`src/rtl/core/multitap_keypad_text_entry_assert.svh`:
```
// Assertion macros used by the core RTL.
`ifndef MULTITAP_KEYPAD_TEXT_ENTRY_ASSERT_SVH
`define MULTITAP_KEYPAD_TEXT_ENTRY_ASSERT_SVH

// Check cons in the same cycle as ante.
`define MKTE_ASSERT_SAME(name, clk, rst, ante, cons, msg) \
   name: assert property (@(posedge clk) disable iff (rst) (ante) |-> (cons)) \
      else $error(msg);

// Check cons in the cycle after ante.
`define MKTE_ASSERT_NEXT(name, clk, rst, ante, cons, msg) \
   name: assert property (@(posedge clk) disable iff (rst) (ante) |=> (cons)) \
      else $error(msg);

`endif

```
`src/rtl/core/mkte_pkg.sv`:
```
package mkte_pkg;

   localparam int BUF_DEPTH = 128;
   localparam int ADDR_W    = $clog2(BUF_DEPTH);
   localparam int CUR_W     = ADDR_W + 1;
   localparam int CHAR_W    = 7;

   localparam logic [1:0] OP_TICK  = 2'd0;
   localparam logic [1:0] OP_KEY   = 2'd1;
   localparam logic [1:0] OP_CLEAR = 2'd2;

   localparam logic [3:0] KEY_SPACE  = 4'd0;
   localparam logic [3:0] KEY_DELETE = 4'd9;
   localparam logic [3:0] KEY_NONE   = 4'd15;

   localparam logic [CHAR_W-1:0] CHAR_SPACE = 7'h20;
   localparam logic [CHAR_W-1:0] CHAR_A     = 7'h41;

   localparam logic [7:0] TIMEOUT_RESET = 8'd5;
   localparam logic [7:0] IDLE_MAX      = 8'd255;

   typedef logic [ADDR_W-1:0]        addr_type;
   typedef logic signed [CUR_W-1:0] cursor_type;

   localparam addr_type   ADDR_LAST = addr_type'(BUF_DEPTH - 1);
   localparam cursor_type CUR_TOP   = cursor_type'(BUF_DEPTH - 1);
   localparam cursor_type CUR_NEG   = cursor_type'(-1);

   typedef enum logic [1:0] {
      ST_SWEEP,
      ST_IDLE,
      ST_KEY
   } state_type;

   function automatic logic [4:0] group_start(input logic [3:0] key);
      logic [4:0] s;
      unique case (key)
         4'd2:    s = 5'd3;
         4'd3:    s = 5'd6;
         4'd4:    s = 5'd9;
         4'd5:    s = 5'd12;
         4'd6:    s = 5'd15;
         4'd7:    s = 5'd19;
         4'd8:    s = 5'd22;
         4'd9:    s = 5'd26;
         default: s = 5'd0;
      endcase
      return s;
   endfunction

   function automatic logic [2:0] group_size(input logic [3:0] key);
      logic [2:0] s;
      unique case (key)
         4'd1, 4'd2, 4'd3, 4'd4, 4'd5, 4'd7: s = 3'd3;
         4'd6, 4'd8:                         s = 3'd4;
         default:                            s = 3'd0;
      endcase
      return s;
   endfunction

   function automatic cursor_type cur_advance(input cursor_type c);
      cursor_type r;
      if (c == CUR_TOP) begin
         r = CUR_TOP;
      end else begin
         r = cursor_type'(c + cursor_type'(1));
      end
      return r;
   endfunction

   function automatic addr_type cur_slot(input cursor_type c);
      addr_type r;
      if (c[CUR_W-1]) begin
         r = '0;
      end else begin
         r = c[ADDR_W-1:0];
      end
      return r;
   endfunction

endpackage

```
`src/rtl/core/mkte_if.sv`:
```
interface mkte_req_if;
   logic       valid;
   logic       ready;
   logic [1:0] operation;
   logic [3:0] key;

   modport source(output valid, operation, key, input ready);
   modport sink(input valid, operation, key, output ready);
endinterface

interface mkte_rsp_if;
   logic       valid;
   logic       ready;
   logic       wrote;
   logic [6:0] write_index;
   logic [6:0] write_char;
   logic [7:0] cursor_now;

   modport source(output valid, wrote, write_index, write_char, cursor_now, input ready);
   modport sink(input valid, wrote, write_index, write_char, cursor_now, output ready);
endinterface

interface mkte_csr_if;
   logic       valid;
   logic       ready;
   logic [7:0] data;

   modport source(output valid, data, input ready);
   modport sink(input valid, data, output ready);
endinterface

```
`src/rtl/core/mkte_ram.sv`:
```
module mkte_ram #(
   parameter int WIDTH = 8,
   parameter int DEPTH = 128
) (
   input  logic                     clock,
   input  logic                     wr_en,
   input  logic [$clog2(DEPTH)-1:0] wr_addr,
   input  logic [WIDTH-1:0]         wr_data,
   input  logic                     rd_en,
   input  logic [$clog2(DEPTH)-1:0] rd_addr,
   output logic [WIDTH-1:0]         rd_data
);

   logic [WIDTH-1:0] mem_ff [DEPTH];
   logic [WIDTH-1:0] rd_data_ff;

   always_ff @(posedge clock) begin
      if (wr_en) begin
         mem_ff[wr_addr] <= wr_data;
      end
      if (rd_en) begin
         rd_data_ff <= mem_ff[rd_addr];
      end
   end

   assign rd_data = rd_data_ff;

endmodule

```
`src/rtl/core/multitap_keypad_text_entry.sv`:
```
// Multi-tap keypad text entry into a character buffer.
// req carries one transaction per operation (tick, key press, clear); rsp returns
// exactly one transaction per request: whether a character was written, where,
// which character, and the cursor afterwards. csr writes the repeat timeout
// (idle ticks) and is always ready; write it only while the block is idle.
// Tick, clear and ignored requests answer in the cycle after acceptance. A key
// press passes through ST_KEY: the buffer slot under the cursor is read from the
// single-port-read RAM, then, once the output register is free, the new character
// is written back, so a new key is not taken until the last one is written back.
// Clear, and reset, sweep the buffer with spaces one entry per cycle over all BUF_DEPTH
// entries (128), during which req is not ready; rsp for a clear is sent at once.
// rsp sits in an output register: when the receiver stalls, one finished
// transaction waits there, a new request is still taken if the register frees
// in the same cycle, and otherwise req holds off.
// Reset is synchronous: cursor 0, no previous key, timeout 5, buffer swept.
module multitap_keypad_text_entry (
   input logic        clock,
   input logic        reset,
   mkte_req_if.sink   req,
   mkte_rsp_if.source rsp,
   mkte_csr_if.sink   csr
);
   import mkte_pkg::*;

   state_type                state_ff, state_in;
   cursor_type               cursor_ff, cursor_in;
   logic [3:0]               last_key_ff, last_key_in;
   logic [1:0]               tap_ff, tap_in;
   logic [7:0]               idle_ff, idle_in;
   logic [7:0]               timeout_ff, timeout_in;
   addr_type                 sweep_ff, sweep_in;
   logic [3:0]               key_ff, key_in;
   logic [3:0]               lk_eff_ff, lk_eff_in;

   logic                     rsp_valid_ff, rsp_valid_in;
   logic                     wrote_ff, wrote_in;
   logic [6:0]               index_ff, index_in;
   logic [CHAR_W-1:0]        char_ff, char_in;
   logic [7:0]               cur_now_ff, cur_now_in;

   logic                     out_free;
   logic                     req_take;
   logic                     wr_en, rd_en;
   addr_type                 wr_addr, rd_addr;
   logic [CHAR_W-1:0]        wr_data, rd_data;
   logic [2:0]               tap_inc, tap_size, tap_wrap;
   cursor_type               base_cur, next_cur;
   logic [CHAR_W-1:0]        key_char;

   mkte_ram #(
      .WIDTH(CHAR_W),
      .DEPTH(BUF_DEPTH)
   ) u_text_ram (
      .clock  (clock),
      .wr_en  (wr_en),
      .wr_addr(wr_addr),
      .wr_data(wr_data),
      .rd_en  (rd_en),
      .rd_addr(rd_addr),
      .rd_data(rd_data)
   );

   assign out_free  = !rsp_valid_ff || rsp.ready;
   assign req.ready = (state_ff == ST_IDLE) && out_free;
   assign req_take  = req.valid && req.ready;
   assign csr.ready = 1'b1;

   assign rsp.valid       = rsp_valid_ff;
   assign rsp.wrote       = wrote_ff;
   assign rsp.write_index = index_ff;
   assign rsp.write_char  = char_ff;
   assign rsp.cursor_now  = cur_now_ff;

   assign tap_inc  = {1'b0, tap_ff} + 3'd1;
   assign tap_size = group_size(key_ff);
   assign tap_wrap = (tap_inc >= tap_size) ? tap_inc - tap_size : tap_inc;

   always_comb begin
      state_in     = state_ff;
      cursor_in    = cursor_ff;
      last_key_in  = last_key_ff;
      tap_in       = tap_ff;
      idle_in      = idle_ff;
      timeout_in   = (csr.valid && csr.ready) ? csr.data : timeout_ff;
      sweep_in     = sweep_ff;
      key_in       = key_ff;
      lk_eff_in    = lk_eff_ff;
      rsp_valid_in = rsp_valid_ff && !rsp.ready;
      wrote_in     = wrote_ff;
      index_in     = index_ff;
      char_in      = char_ff;
      cur_now_in   = cur_now_ff;
      wr_en        = 1'b0;
      wr_addr      = sweep_ff;
      wr_data      = CHAR_SPACE;
      rd_en        = 1'b0;
      rd_addr      = cur_slot(cursor_ff);
      base_cur     = cursor_ff;
      next_cur     = cursor_ff;
      key_char     = CHAR_SPACE;

      unique case (state_ff)
         ST_SWEEP: begin
            wr_en    = 1'b1;
            sweep_in = addr_type'(sweep_ff + addr_type'(1));
            if (sweep_ff == ADDR_LAST) begin
               state_in = ST_IDLE;
            end
         end
         ST_IDLE: begin
            if (req_take) begin
               wrote_in   = 1'b0;
               index_in   = '0;
               char_in    = CHAR_SPACE;
               cur_now_in = 8'(cursor_ff);
               priority if (req.operation == OP_TICK) begin
                  rsp_valid_in = 1'b1;
                  if (idle_ff != IDLE_MAX) begin
                     idle_in = idle_ff + 8'd1;
                  end
               end else if (req.operation == OP_CLEAR) begin
                  rsp_valid_in = 1'b1;
                  cursor_in    = '0;
                  cur_now_in   = '0;
                  sweep_in     = '0;
                  state_in     = ST_SWEEP;
               end else if (req.operation == OP_KEY && req.key <= KEY_DELETE) begin
                  key_in    = req.key;
                  lk_eff_in = (idle_ff > timeout_ff) ? KEY_NONE : last_key_ff;
                  idle_in   = '0;
                  rd_en     = 1'b1;
                  state_in  = ST_KEY;
               end else begin
                  rsp_valid_in = 1'b1;
               end
            end
         end
         ST_KEY: begin
            if (out_free) begin
               priority if (key_ff == KEY_SPACE) begin
                  base_cur = cur_advance(cursor_ff);
                  next_cur = base_cur;
               end else if (key_ff == KEY_DELETE) begin
                  next_cur = (cursor_ff <= cursor_type'(0)) ? CUR_NEG
                           : cursor_type'(cursor_ff - cursor_type'(1));
               end else if (key_ff == lk_eff_ff) begin
                  tap_in   = tap_wrap[1:0];
                  key_char = CHAR_A + CHAR_W'(group_start(key_ff)) + CHAR_W'(tap_wrap);
               end else begin
                  tap_in   = '0;
                  base_cur = (rd_data != CHAR_SPACE) ? cur_advance(cursor_ff) : cursor_ff;
                  next_cur = base_cur;
                  key_char = CHAR_A + CHAR_W'(group_start(key_ff));
               end
               wr_en        = 1'b1;
               wr_addr      = cur_slot(base_cur);
               wr_data      = key_char;
               cursor_in    = next_cur;
               last_key_in  = key_ff;
               rsp_valid_in = 1'b1;
               wrote_in     = 1'b1;
               index_in     = 7'(cur_slot(base_cur));
               char_in      = key_char;
               cur_now_in   = 8'(next_cur);
               state_in     = ST_IDLE;
            end
         end
         default: begin
            sweep_in = '0;
            state_in = ST_SWEEP;
         end
      endcase
   end

   always_ff @(posedge clock) begin
      if (reset) begin
         state_ff     <= ST_SWEEP;
         cursor_ff    <= '0;
         last_key_ff  <= KEY_NONE;
         tap_ff       <= '0;
         idle_ff      <= '0;
         timeout_ff   <= TIMEOUT_RESET;
         sweep_ff     <= '0;
         rsp_valid_ff <= 1'b0;
      end else begin
         state_ff     <= state_in;
         cursor_ff    <= cursor_in;
         last_key_ff  <= last_key_in;
         tap_ff       <= tap_in;
         idle_ff      <= idle_in;
         timeout_ff   <= timeout_in;
         sweep_ff     <= sweep_in;
         rsp_valid_ff <= rsp_valid_in;
      end
   end

   always_ff @(posedge clock) begin
      key_ff     <= key_in;
      lk_eff_ff  <= lk_eff_in;
      wrote_ff   <= wrote_in;
      index_ff   <= index_in;
      char_ff    <= char_in;
      cur_now_ff <= cur_now_in;
   end

`include "multitap_keypad_text_entry_assert.svh"

   `MKTE_ASSERT_SAME(a_cursor_range, clock, reset, 1'b1, cursor_ff >= CUR_NEG, "cursor below -1")
   `MKTE_ASSERT_SAME(a_tap_in_group, clock, reset,
      last_key_ff >= 4'd1 && last_key_ff <= 4'd8, {1'b0, tap_ff} < group_size(last_key_ff),
      "tap count outside letter group")
   `MKTE_ASSERT_NEXT(a_clear_sweeps, clock, reset,
      req_take && req.operation == OP_CLEAR, state_ff == ST_SWEEP && cursor_ff == '0,
      "clear did not start a sweep")
   `MKTE_ASSERT_NEXT(a_key_writes, clock, reset,
      state_ff == ST_KEY && out_free, rsp.valid && rsp.wrote && state_ff == ST_IDLE,
      "key press did not produce a write")

endmodule
```
`src/flat_wrapper.sv`:
```
// flat-port wrapper written by rule: the top's interface ports become plain ports
module multitap_keypad_text_entry_flat import mkte_pkg::*;
  (clock, reset, req_valid, req_operation, req_key, req_ready, rsp_valid, rsp_wrote, rsp_write_index, rsp_write_char, rsp_cursor_now, rsp_ready, csr_valid, csr_data, csr_ready);
  mkte_req_if req_i ();
  mkte_rsp_if rsp_i ();
  mkte_csr_if csr_i ();
  input logic clock;
  input logic reset;
  input wire logic [$bits(req_i.valid)-1:0] req_valid;
  input wire logic [$bits(req_i.operation)-1:0] req_operation;
  input wire logic [$bits(req_i.key)-1:0] req_key;
  output wire logic [$bits(req_i.ready)-1:0] req_ready;
  output wire logic [$bits(rsp_i.valid)-1:0] rsp_valid;
  output wire logic [$bits(rsp_i.wrote)-1:0] rsp_wrote;
  output wire logic [$bits(rsp_i.write_index)-1:0] rsp_write_index;
  output wire logic [$bits(rsp_i.write_char)-1:0] rsp_write_char;
  output wire logic [$bits(rsp_i.cursor_now)-1:0] rsp_cursor_now;
  input wire logic [$bits(rsp_i.ready)-1:0] rsp_ready;
  input wire logic [$bits(csr_i.valid)-1:0] csr_valid;
  input wire logic [$bits(csr_i.data)-1:0] csr_data;
  output wire logic [$bits(csr_i.ready)-1:0] csr_ready;
  assign req_i.valid = req_valid;
  assign req_i.operation = req_operation;
  assign req_i.key = req_key;
  assign req_ready = req_i.ready;
  assign rsp_valid = rsp_i.valid;
  assign rsp_wrote = rsp_i.wrote;
  assign rsp_write_index = rsp_i.write_index;
  assign rsp_write_char = rsp_i.write_char;
  assign rsp_cursor_now = rsp_i.cursor_now;
  assign rsp_i.ready = rsp_ready;
  assign csr_i.valid = csr_valid;
  assign csr_i.data = csr_data;
  assign csr_ready = csr_i.ready;
  multitap_keypad_text_entry u_core (.clock(clock), .reset(reset), .req(req_i), .rsp(rsp_i), .csr(csr_i));
endmodule
```
`config.mk`:
```
export PLATFORM = sky130hd
export DESIGN_NAME = multitap_keypad_text_entry_flat
export DESIGN_NICKNAME = d
export VERILOG_FILES = /design/src/rtl/core/mkte_pkg.sv /design/src/rtl/core/mkte_if.sv /design/src/rtl/core/mkte_ram.sv /design/src/rtl/core/multitap_keypad_text_entry.sv /design/src/flat_wrapper.sv
export VERILOG_INCLUDE_DIRS = /design/src /design/src/rtl/core
export SDC_FILE = /design/constraint.sdc
export NUM_CORES = 1
export LEC_CHECK = 0
export BUFFER_PORTS_ARGS = -buffer_cell sky130_fd_sc_hd__buf_2
export CORE_UTILIZATION = 49
export CTS_CLUSTER_DIAMETER = 40
export DETAILED_ROUTE_END_ITERATION = 8
export HOLD_SLACK_MARGIN = 0.12
export PLACE_DENSITY = 0.76
export SYNTH_ARGS = -nofsm -noshare
export SYNTH_HDL_FRONTEND = slang
export SYNTH_HIERARCHICAL = 1
export SYNTH_SLANG_ARGS = --single-unit
```
`constraint.sdc`:
```
create_clock -name clock -period 15.36 [get_ports clock]
set_clock_uncertainty 0.2 [all_clocks]
set_input_delay 0 -clock clock [delete_from_list [all_inputs] [get_ports clock]]
set_output_delay 0 -clock clock [all_outputs]
set_load 0.02 [all_outputs]
```
# Word level (Yosys, flattened, before mapping)
# Memory sizes are Yosys's and may differ from the RTL's. A register that Yosys moved wholly into a read port is not among the register bits.
# Cells that the tools add are included.
# W data, S select, Z words.
[op_classes]
n_addsub = 9
n_reduce_logical = 19
n_lt_le_gt_ge = 4
n_mux = 78
bitwise_logic = 5
n_eq_ne = 18
[op_table]
columns = ["cell", "n"]
rows = [
  ["$mux W8", 18],
  ["$mux W7", 16],
  ["$mux W5", 10],
  ["$pmux W7 S2", 2],
  ["$pmux W7 S3", 1],
  ["$pmux W8 S2", 1],
  ["$mux W1", 15],
  ["$reduce_and A5 Y1", 3],
  ["$add A7 B5 Y7 const A", 2],
  ["$mux W2", 7],
  ["$mux W4", 3],
  ["$add A8 B1 Y8 const B", 1],
  ["$add A8 B2 Y8 const B", 1],
  ["$eq A8 B8 Y1 const B", 1],
  ["$gt A8 B8 Y1", 1],
  ["$le A8 B1 Y1 const B", 1],
  ["$ne A2 B1 Y1 const B", 4],
  ["$ne A8 B8 Y1 const B", 1],
  ["$reduce_and A4 Y1", 2],
  ["$sub A8 B2 Y8 const B", 1],
  ["$add A7 B1 Y7 const B", 1],
  ["$add A7 B3 Y7", 1],
  ["$eq A7 B7 Y1 const B", 1],
  ["$ne A7 B6 Y1 const B", 1],
  ["22 further kinds", 38],
]
[word_totals]
output_inout_bits = 26
regBits = 71
ramBits = 896
memories = 4
romBits = 208
[mem_list]
columns = ["memory", "depth", "width", "read_ports", "rd_ports_with_merged_regs", "write_ports", "line", "text"]
rows = [
  ["u_core.u_text_ram.mem_ff", 128, 7, 1, 1, 1, "mkte_ram.sv:14", "logic [WIDTH-1:0] mem_ff [DEPTH];"],
  ["(name not given)", 16, 5, 1, 1, 0, "mkte_pkg.sv:37", "unique case (key)"],
  ["(name not given)", 16, 5, 1, 1, 0, "mkte_pkg.sv:37", ""],
  ["(name not given)", 16, 3, 1, 1, 0, "mkte_pkg.sv:53", "unique case (key)"],
]

# Depth between registers and ports, before layout
[depth]
ltp_word = 13
depth_mapped = 13

# Modules after synthesis
# The synthesis kept the hierarchy.
[modules_own_cells]
columns = ["module", "area_each_um2", "cells_each", "seq_area_each_um2", "n_inst"]
rows = [
  ["mkte_ram", 34877.2, 1453, 27116.0, 1],
  ["multitap_keypad_text_entry", 4874.7, 558, 1871.8, 1],
]

# Worst setup path after synthesis
# OpenSTA, ideal clock, no wires.
[synth_path]
path_type = "register -> register"
start = "register u_core.tap_ff[0]"
end = "memory u_core/u_text_ram/mem_ff[0][2] (netlist name) (data pin)"
t_arrival_ps = 7162
setup_time_ps = 1152
period_less_slack_ps = 8514
stages_incl_launch_ff = 13
n_path_buf = 0
required_ps = 14008
slack_ps = 6846
path_cell_list = "dfxtp_1 > ha_1 > ha_1 > a21o_1 > a21o_1 > mux2_2 > ha_1 > inv_1 > fa_1 > xnor2_1 > nor2_1 > a21oi_1 > nor3_1"
[synth_via]
elab_chain_cells = 9
word_cells_on_any_way = 10
classes_between = "add/sub: 3; order compare: 1; mux: 6"
[synth_rtl]
columns = ["element", "line", "text"]
rows = [
  ["start: declaration", "multitap_keypad_text_entry.sv:28", "logic [1:0] tap_ff, tap_in;"],
  ["start signal: assignment", "multitap_keypad_text_entry.sv:189", "tap_ff <= tap_in;"],
  ["$add A2 B1 Y3 *", "multitap_keypad_text_entry.sv:74", "assign tap_inc = {1'b0, tap_ff} + 3'd1;"],
  ["$sub A3 B3 Y3 or $ge A3 B3 Y1 (tied branches)", "multitap_keypad_text_entry.sv:76", "assign tap_wrap = (tap_inc >= tap_size) ? tap_inc - tap_size : tap_inc;"],
  ["$mux W3 *", "multitap_keypad_text_entry.sv:76", ""],
  ["$add A7 B3 Y7 *", "multitap_keypad_text_entry.sv:148", "key_char = CHAR_A + CHAR_W'(group_start(key_ff)) + CHAR_W'(tap_wrap);"],
  ["$mux W7 *", "multitap_keypad_text_entry.sv:146", "end else if (key_ff == lk_eff_ff) begin"],
  ["$mux W7 *", "multitap_keypad_text_entry.sv:143", "end else if (key_ff == KEY_DELETE) begin"],
  ["$mux W7 *", "multitap_keypad_text_entry.sv:140", "priority if (key_ff == KEY_SPACE) begin"],
  ["$mux W7 *", "multitap_keypad_text_entry.sv:139", "if (out_free) begin"],
  ["$mux W7 *", "multitap_keypad_text_entry.sv:102", "unique case (state_ff)"],
  ["net u_core.wr_data[2]", "multitap_keypad_text_entry.sv:45", "logic [CHAR_W-1:0] wr_data, rd_data;"],
  ["end: declaration", "mkte_ram.sv:14", ""],
]
# Mark *: on every way through the listed nets, which the timed path passes. The rest lies on a longest branch.

# Worst setup path after layout
[layout_path]
start = "register u_core.cursor_ff[0]"
end = "register u_core.u_text_ram.rd_data_ff[5] (netlist: u_core/u_text_ram/rd_data[5]), read port of u_core.u_text_ram.mem_ff (data pin)"
[layout_via]
elab_chain_cells = 1
[layout_rtl]
columns = ["element", "line", "text"]
rows = [
  ["start: declaration", "multitap_keypad_text_entry.sv:26", "cursor_type cursor_ff, cursor_in;"],
  ["start signal: assignment", "multitap_keypad_text_entry.sv:187", "cursor_ff <= cursor_in;"],
  ["$mux W7", "mkte_pkg.sv:73", "if (c[CUR_W-1]) begin"],
  ["net u_core.rd_addr[0]", "multitap_keypad_text_entry.sv:44", "addr_type wr_addr, rd_addr;"],
  ["end: declaration", "mkte_ram.sv:15", "logic [WIDTH-1:0] rd_data_ff;"],
]
# The timed path passes the listed nets, and every way through them passes these cells.
# A chain may end at the register's enable or synchronous reset.

==> metrics.md <==
| Metric | Value |
|---|---|
| Outcome | `completed` |
| First-pass DRT Iterations | `6` |
| Gpl congestion | `~0.91` |
| Slowest cell delay on critical path | `between 0.9 and 1 ns` |
| Largest net degree at the start of global routing | `slightly above 100` |
| CTS tree | `built` |
| DP Wirelength | `roughly 55 mm` |
| First-pass GRT wire length | `about 140 mm` |
| Setup TNS | `0 ns` |
| Die Wd | `roughly 290 µm` |
| Boundary Pins | `45` |
| Power per cell area | `roughly 120 nW/µm²` |
| Distinct cell type count after synthesis | `65` |
| Critical path class | `flop to flop` |
| Leak | `around 0.014 µW` |
| Multi-input gate area | `about 10000 µm²` |
| Nets | `about 2200` |
| Hold Crit Depth | `5` |
| DRC | `0` |
| RSZ-0062 raised after global routing | `false` |
| Vert. Die Dim | `between 200 and 300 µm` |
| Max transition margin | `about an eighth` |
| Die area | `a little over 80000 µm²` |
| Initial Utilization | `between 40% and 50%` |
| Crit share post-route | `between 30% and 40%` |
| Gr usage total | `~23%` |
| Mux share of post-synthesis cell area | `17.3%` |
| Synth Area per Inst | `19.8 µm²` |
| R2r startpoint | `u_core/cursor_ff[0]` |
| R2R setup slack | `around 9.4 ns` |
| Clk pin slew, worst setup/hold paths | `approximately 0.06 ns` |
| Root Buffer | `clkbuf_16` |
| R2R Path End | `u_core/u_text_ram/rd_data[5]` |
| Clk_lat worst skew | `between 0.6 and 0.7 ns` |
| Initial drt markers | `between 2000 and 3000` |
| Filler Cell Count | `about 5700` |
| TritonCTS Buffers | `about 110` |
| Max Cap Viol | `0` |
| Mapped Nets | `2062` |
| DR WL/cell | `roughly 28 µm` |
| Met1 Wirelength | `35.0 mm` |
| Ys Warns | `6` |
| Num Clock Sinks | `a little under 1000` |
| CTS H-tree depth | `3` |
| Worst setup path end | `u_core/u_text_ram/rd_data[5]` |
| Share of cells above drive strength 1 | `26.6%` |
| Bufs on Longest Clock Path | `3` |
| R2R depth | `9` |
| Compound-Gate Fraction of Synth Area | `roughly 2.1%` |
| Met3 wire length | `about 10 mm` |
| Final wirelength | `around 90 mm` |
| Final Hold Violating Endpoints | `0` |
| Critical Path Source | `u_core/cursor_ff[0]` |
| Number of setup buffers added after CTS | `0` |
| Area Overhead vs Synth | `14.5%` |
| Max VDD drop | `0.0934 mV` |
| PortBufs | `43` |
| Routed Antenna Nets | `0` |
| Final setup violation count | `0` |
| Worst setup SP type | `flop` |
| Fin cells | `~3300` |
| Slew @ Worst Pin | `between 1 and 1.5 ns` |
| Post-synthesis simple-gate area fraction | `under 10%` |
| Antenna violations before repair | `5` |
| Uppermost layer routed | `met5` |
| Via Count | `roughly 21000` |
| Inst Count DP | `slightly above 3000` |
| Critical-path top delay cell | `buf_4` |
| Hold crit path type | `input pin to flop` |
| Prevailing post-synth register cell | `edfxtp_1` |
| Ys async rst share | `0%` |
| Min cycle time layout | `5.99 ns` |
| Max Freq | `between 150 and 200 MHz` |
| Seq. cell area | `between 20000 and 30000 µm²` |
| CP Capture Type | `flop` |
| Arr. time, crit path | `6.24 ns` |
| Vias in the first global route | `approximately 21000` |
| Core Box Area | `around 80000 µm²` |
| FF+latch count, synth | `slightly below 1000` |
| Pins Over Slew Limit | `0` |
| Rows | `around 100` |
| Crit Path Max Fanout | `54` |
| Post-DR vias/cell | `approximately 6.3` |
| Largest family of logic cells by synthesized area | `multiplexers` |
| Synth Cell Area | `between 30000 and 40000 µm²` |
| CP cell instances | `inv_1, nor2_4, buf_4, buf_4, buf_4, mux4_2, mux4_2, mux4_2, mux2_2` |
| Worst EP required | `15.61 ns` |
| Global route overflow | `0` |
| Adder-Cell Fraction of Synth Area | `under 10%` |
| Post-synth EDFFs | `around 930` |
| XOR/XNOR share of the synthesized area | `less than 1%` |
| Cells after Synth | `approximately 2000` |
| Metal2 WL | `45.0 mm` |
| Register area share after synthesis | `approximately 73%` |
worst max-delay path: cells and delay by family, from the launching register on:
kind                   cells  cell delay, ns
buffers and inverters      4            2.76
multiplexers               4            1.93
flip-flops                 1            0.55
AND/OR/NAND/NOR            1            0.16
cell families (layout without fill, tap and decap cells):
logic type | after synthesis | count (layout)
AND/OR/NAND/NOR | 400 | 400
adder cells (fa/ha/maj) | 32 | 32
other | 1 | 2
XOR/XNOR | 25 | 25
multiplexers | 318 | 318
buffers and inverters | 135 | 370
AO/OA/AOI/OAI | 119 | 119
flip-flops | 981 | 981
cell type report:
class                      count  share of cell area [%]
antenna                        1                 0.00550
clock buffer                 125                    6.24
clock inverter                79                    2.10
inverter                      29                   0.245
multi-input combinational    895                    22.5
sequential                   981                    63.7
tap                         1060                    2.91
timing repair buffer         137                    2.30
sequential cells by signal, indices dropped and copies added, names as in the netlist, named ones only:
| name | flops |
|---|---|
| u_core/key_ff | 4 |
| u_core/rsp.write_char | 7 |
| u_core/lk_eff_ff | 4 |
| u_core/rsp.wrote | 1 |
| u_core/last_key_ff | 4 |
| u_core/sweep_ff | 7 |
| u_core/tap_ff | 2 |
| u_core/u_text_ram/mem_ff | 896 |
| u_core/u_text_ram/rd_data | 7 |
| u_core/cursor_ff | 8 |
| u_core/rsp.write_index | 7 |
| u_core/idle_ff | 8 |
| u_core/tap_size | 2 |
| u_core/state_ff | 2 |
| u_core/timeout_ff | 8 |
| u_core/rsp.valid | 1 |
| u_core/rsp.cursor_now | 8 |
per-stage QoR:
stage	setup slack [ns]	hold slack [ns]	utilization, %	total power (µW)	instance area [µm²]
after floorplan	6.85	-0.101	-	2980	39800
after global placement	9.44	0.0180	51.2	3000	41200
after detailed placement	9.31	0.0223	51.2	3000	41200
after CTS	9.28	0.157	56.6	5680	45500
after global routing	8.91	0.236	56.6	5790	45500
final	9.37	0.198	56.6	5650	45500
routing by layer:
layer	up-vias	GRT usage, %
met5	-	0
met4	6	7.95
met3	226	4.65
met2	1308	36.4
met1	10700	31.5
li1	8522	-
cells in the mapped netlist, types with 3 or more instances:
library cell  number  area share (%)
a211oi_1           7            0.13
a21o_1             7            0.13
a21oi_1           22            0.28
a221o_1            5            0.13
a22oi_1            6            0.11
a32oi_1            3           0.066
and2_1             9            0.14
and3_1             8            0.13
buf_1             12            0.11
buf_2             10            0.13
buf_4             16            0.30
clkbuf_1          66            0.62
dfxtp_1           47             2.4
edfxtp_1         934              71
ha_1              30            0.94
inv_1             29            0.27
mux2_2            10            0.28
mux2i_1           14            0.35
mux4_2           294              17
nand2_1           72            0.68
nand2b_1           8            0.13
nand3_1           26            0.33
nand4_1           13            0.20
nor2_1           200             1.9
nor2b_1           18            0.28
nor3_1            23            0.29
nor4b_1            3           0.066
o211ai_1           3           0.057
o21a_1             8            0.15
o21ai_0           25            0.31
o221ai_1           3           0.066
o22ai_1            4           0.063
o31a_1             3           0.066
o31ai_1            3           0.057
or2_2              3           0.047
or3_1              5           0.079
xnor2_1           12            0.26
xor2_1            13            0.29
power by group:
part	switching [µW]	total, µW	internal, µW
Combinational	40.0	64.7	24.7
Sequential	2.99	2890	2890
Clock	1110	2690	1590
Total	1150	5650	4510
how the worst min path moves through the flow:
stage / end / from
2_1_floorplan: u_core/key_ff[0] / req_key[0]
3_3_place_gp: u_core/key_ff[0] / req_key[0]
3_5_place_dp: u_core/key_ff[0] / req_key[0]
4_1_cts: flop / req_key[1]
5_1_grt: u_core/idle_ff[6] / req_operation[1]
6_report: flop / req_key[1]
cell usage in the layout, fill, tap and decap left out, types with 21 or more instances in the layout:
master and instances:
nand2_1 71, clkbuf_16 111, dlygate4sd3_1 54, dfxtp_1 47, inv_1 28, buf_2 46, ha_1 30, nand3_1 26
mux4_2 294, nor2_1 196, a21oi_1 21, o21ai_0 25, buf_4 37, edfxtp_1 934
what timing repair did:
item / in CTS / in global routing
setup endpoints to repair: 0 / 0
hold endpoints to repair: 165 / 0
resized for setup: 0 / 0
hold buffers: 54 / 0
(Power assumes the default switching activity.)
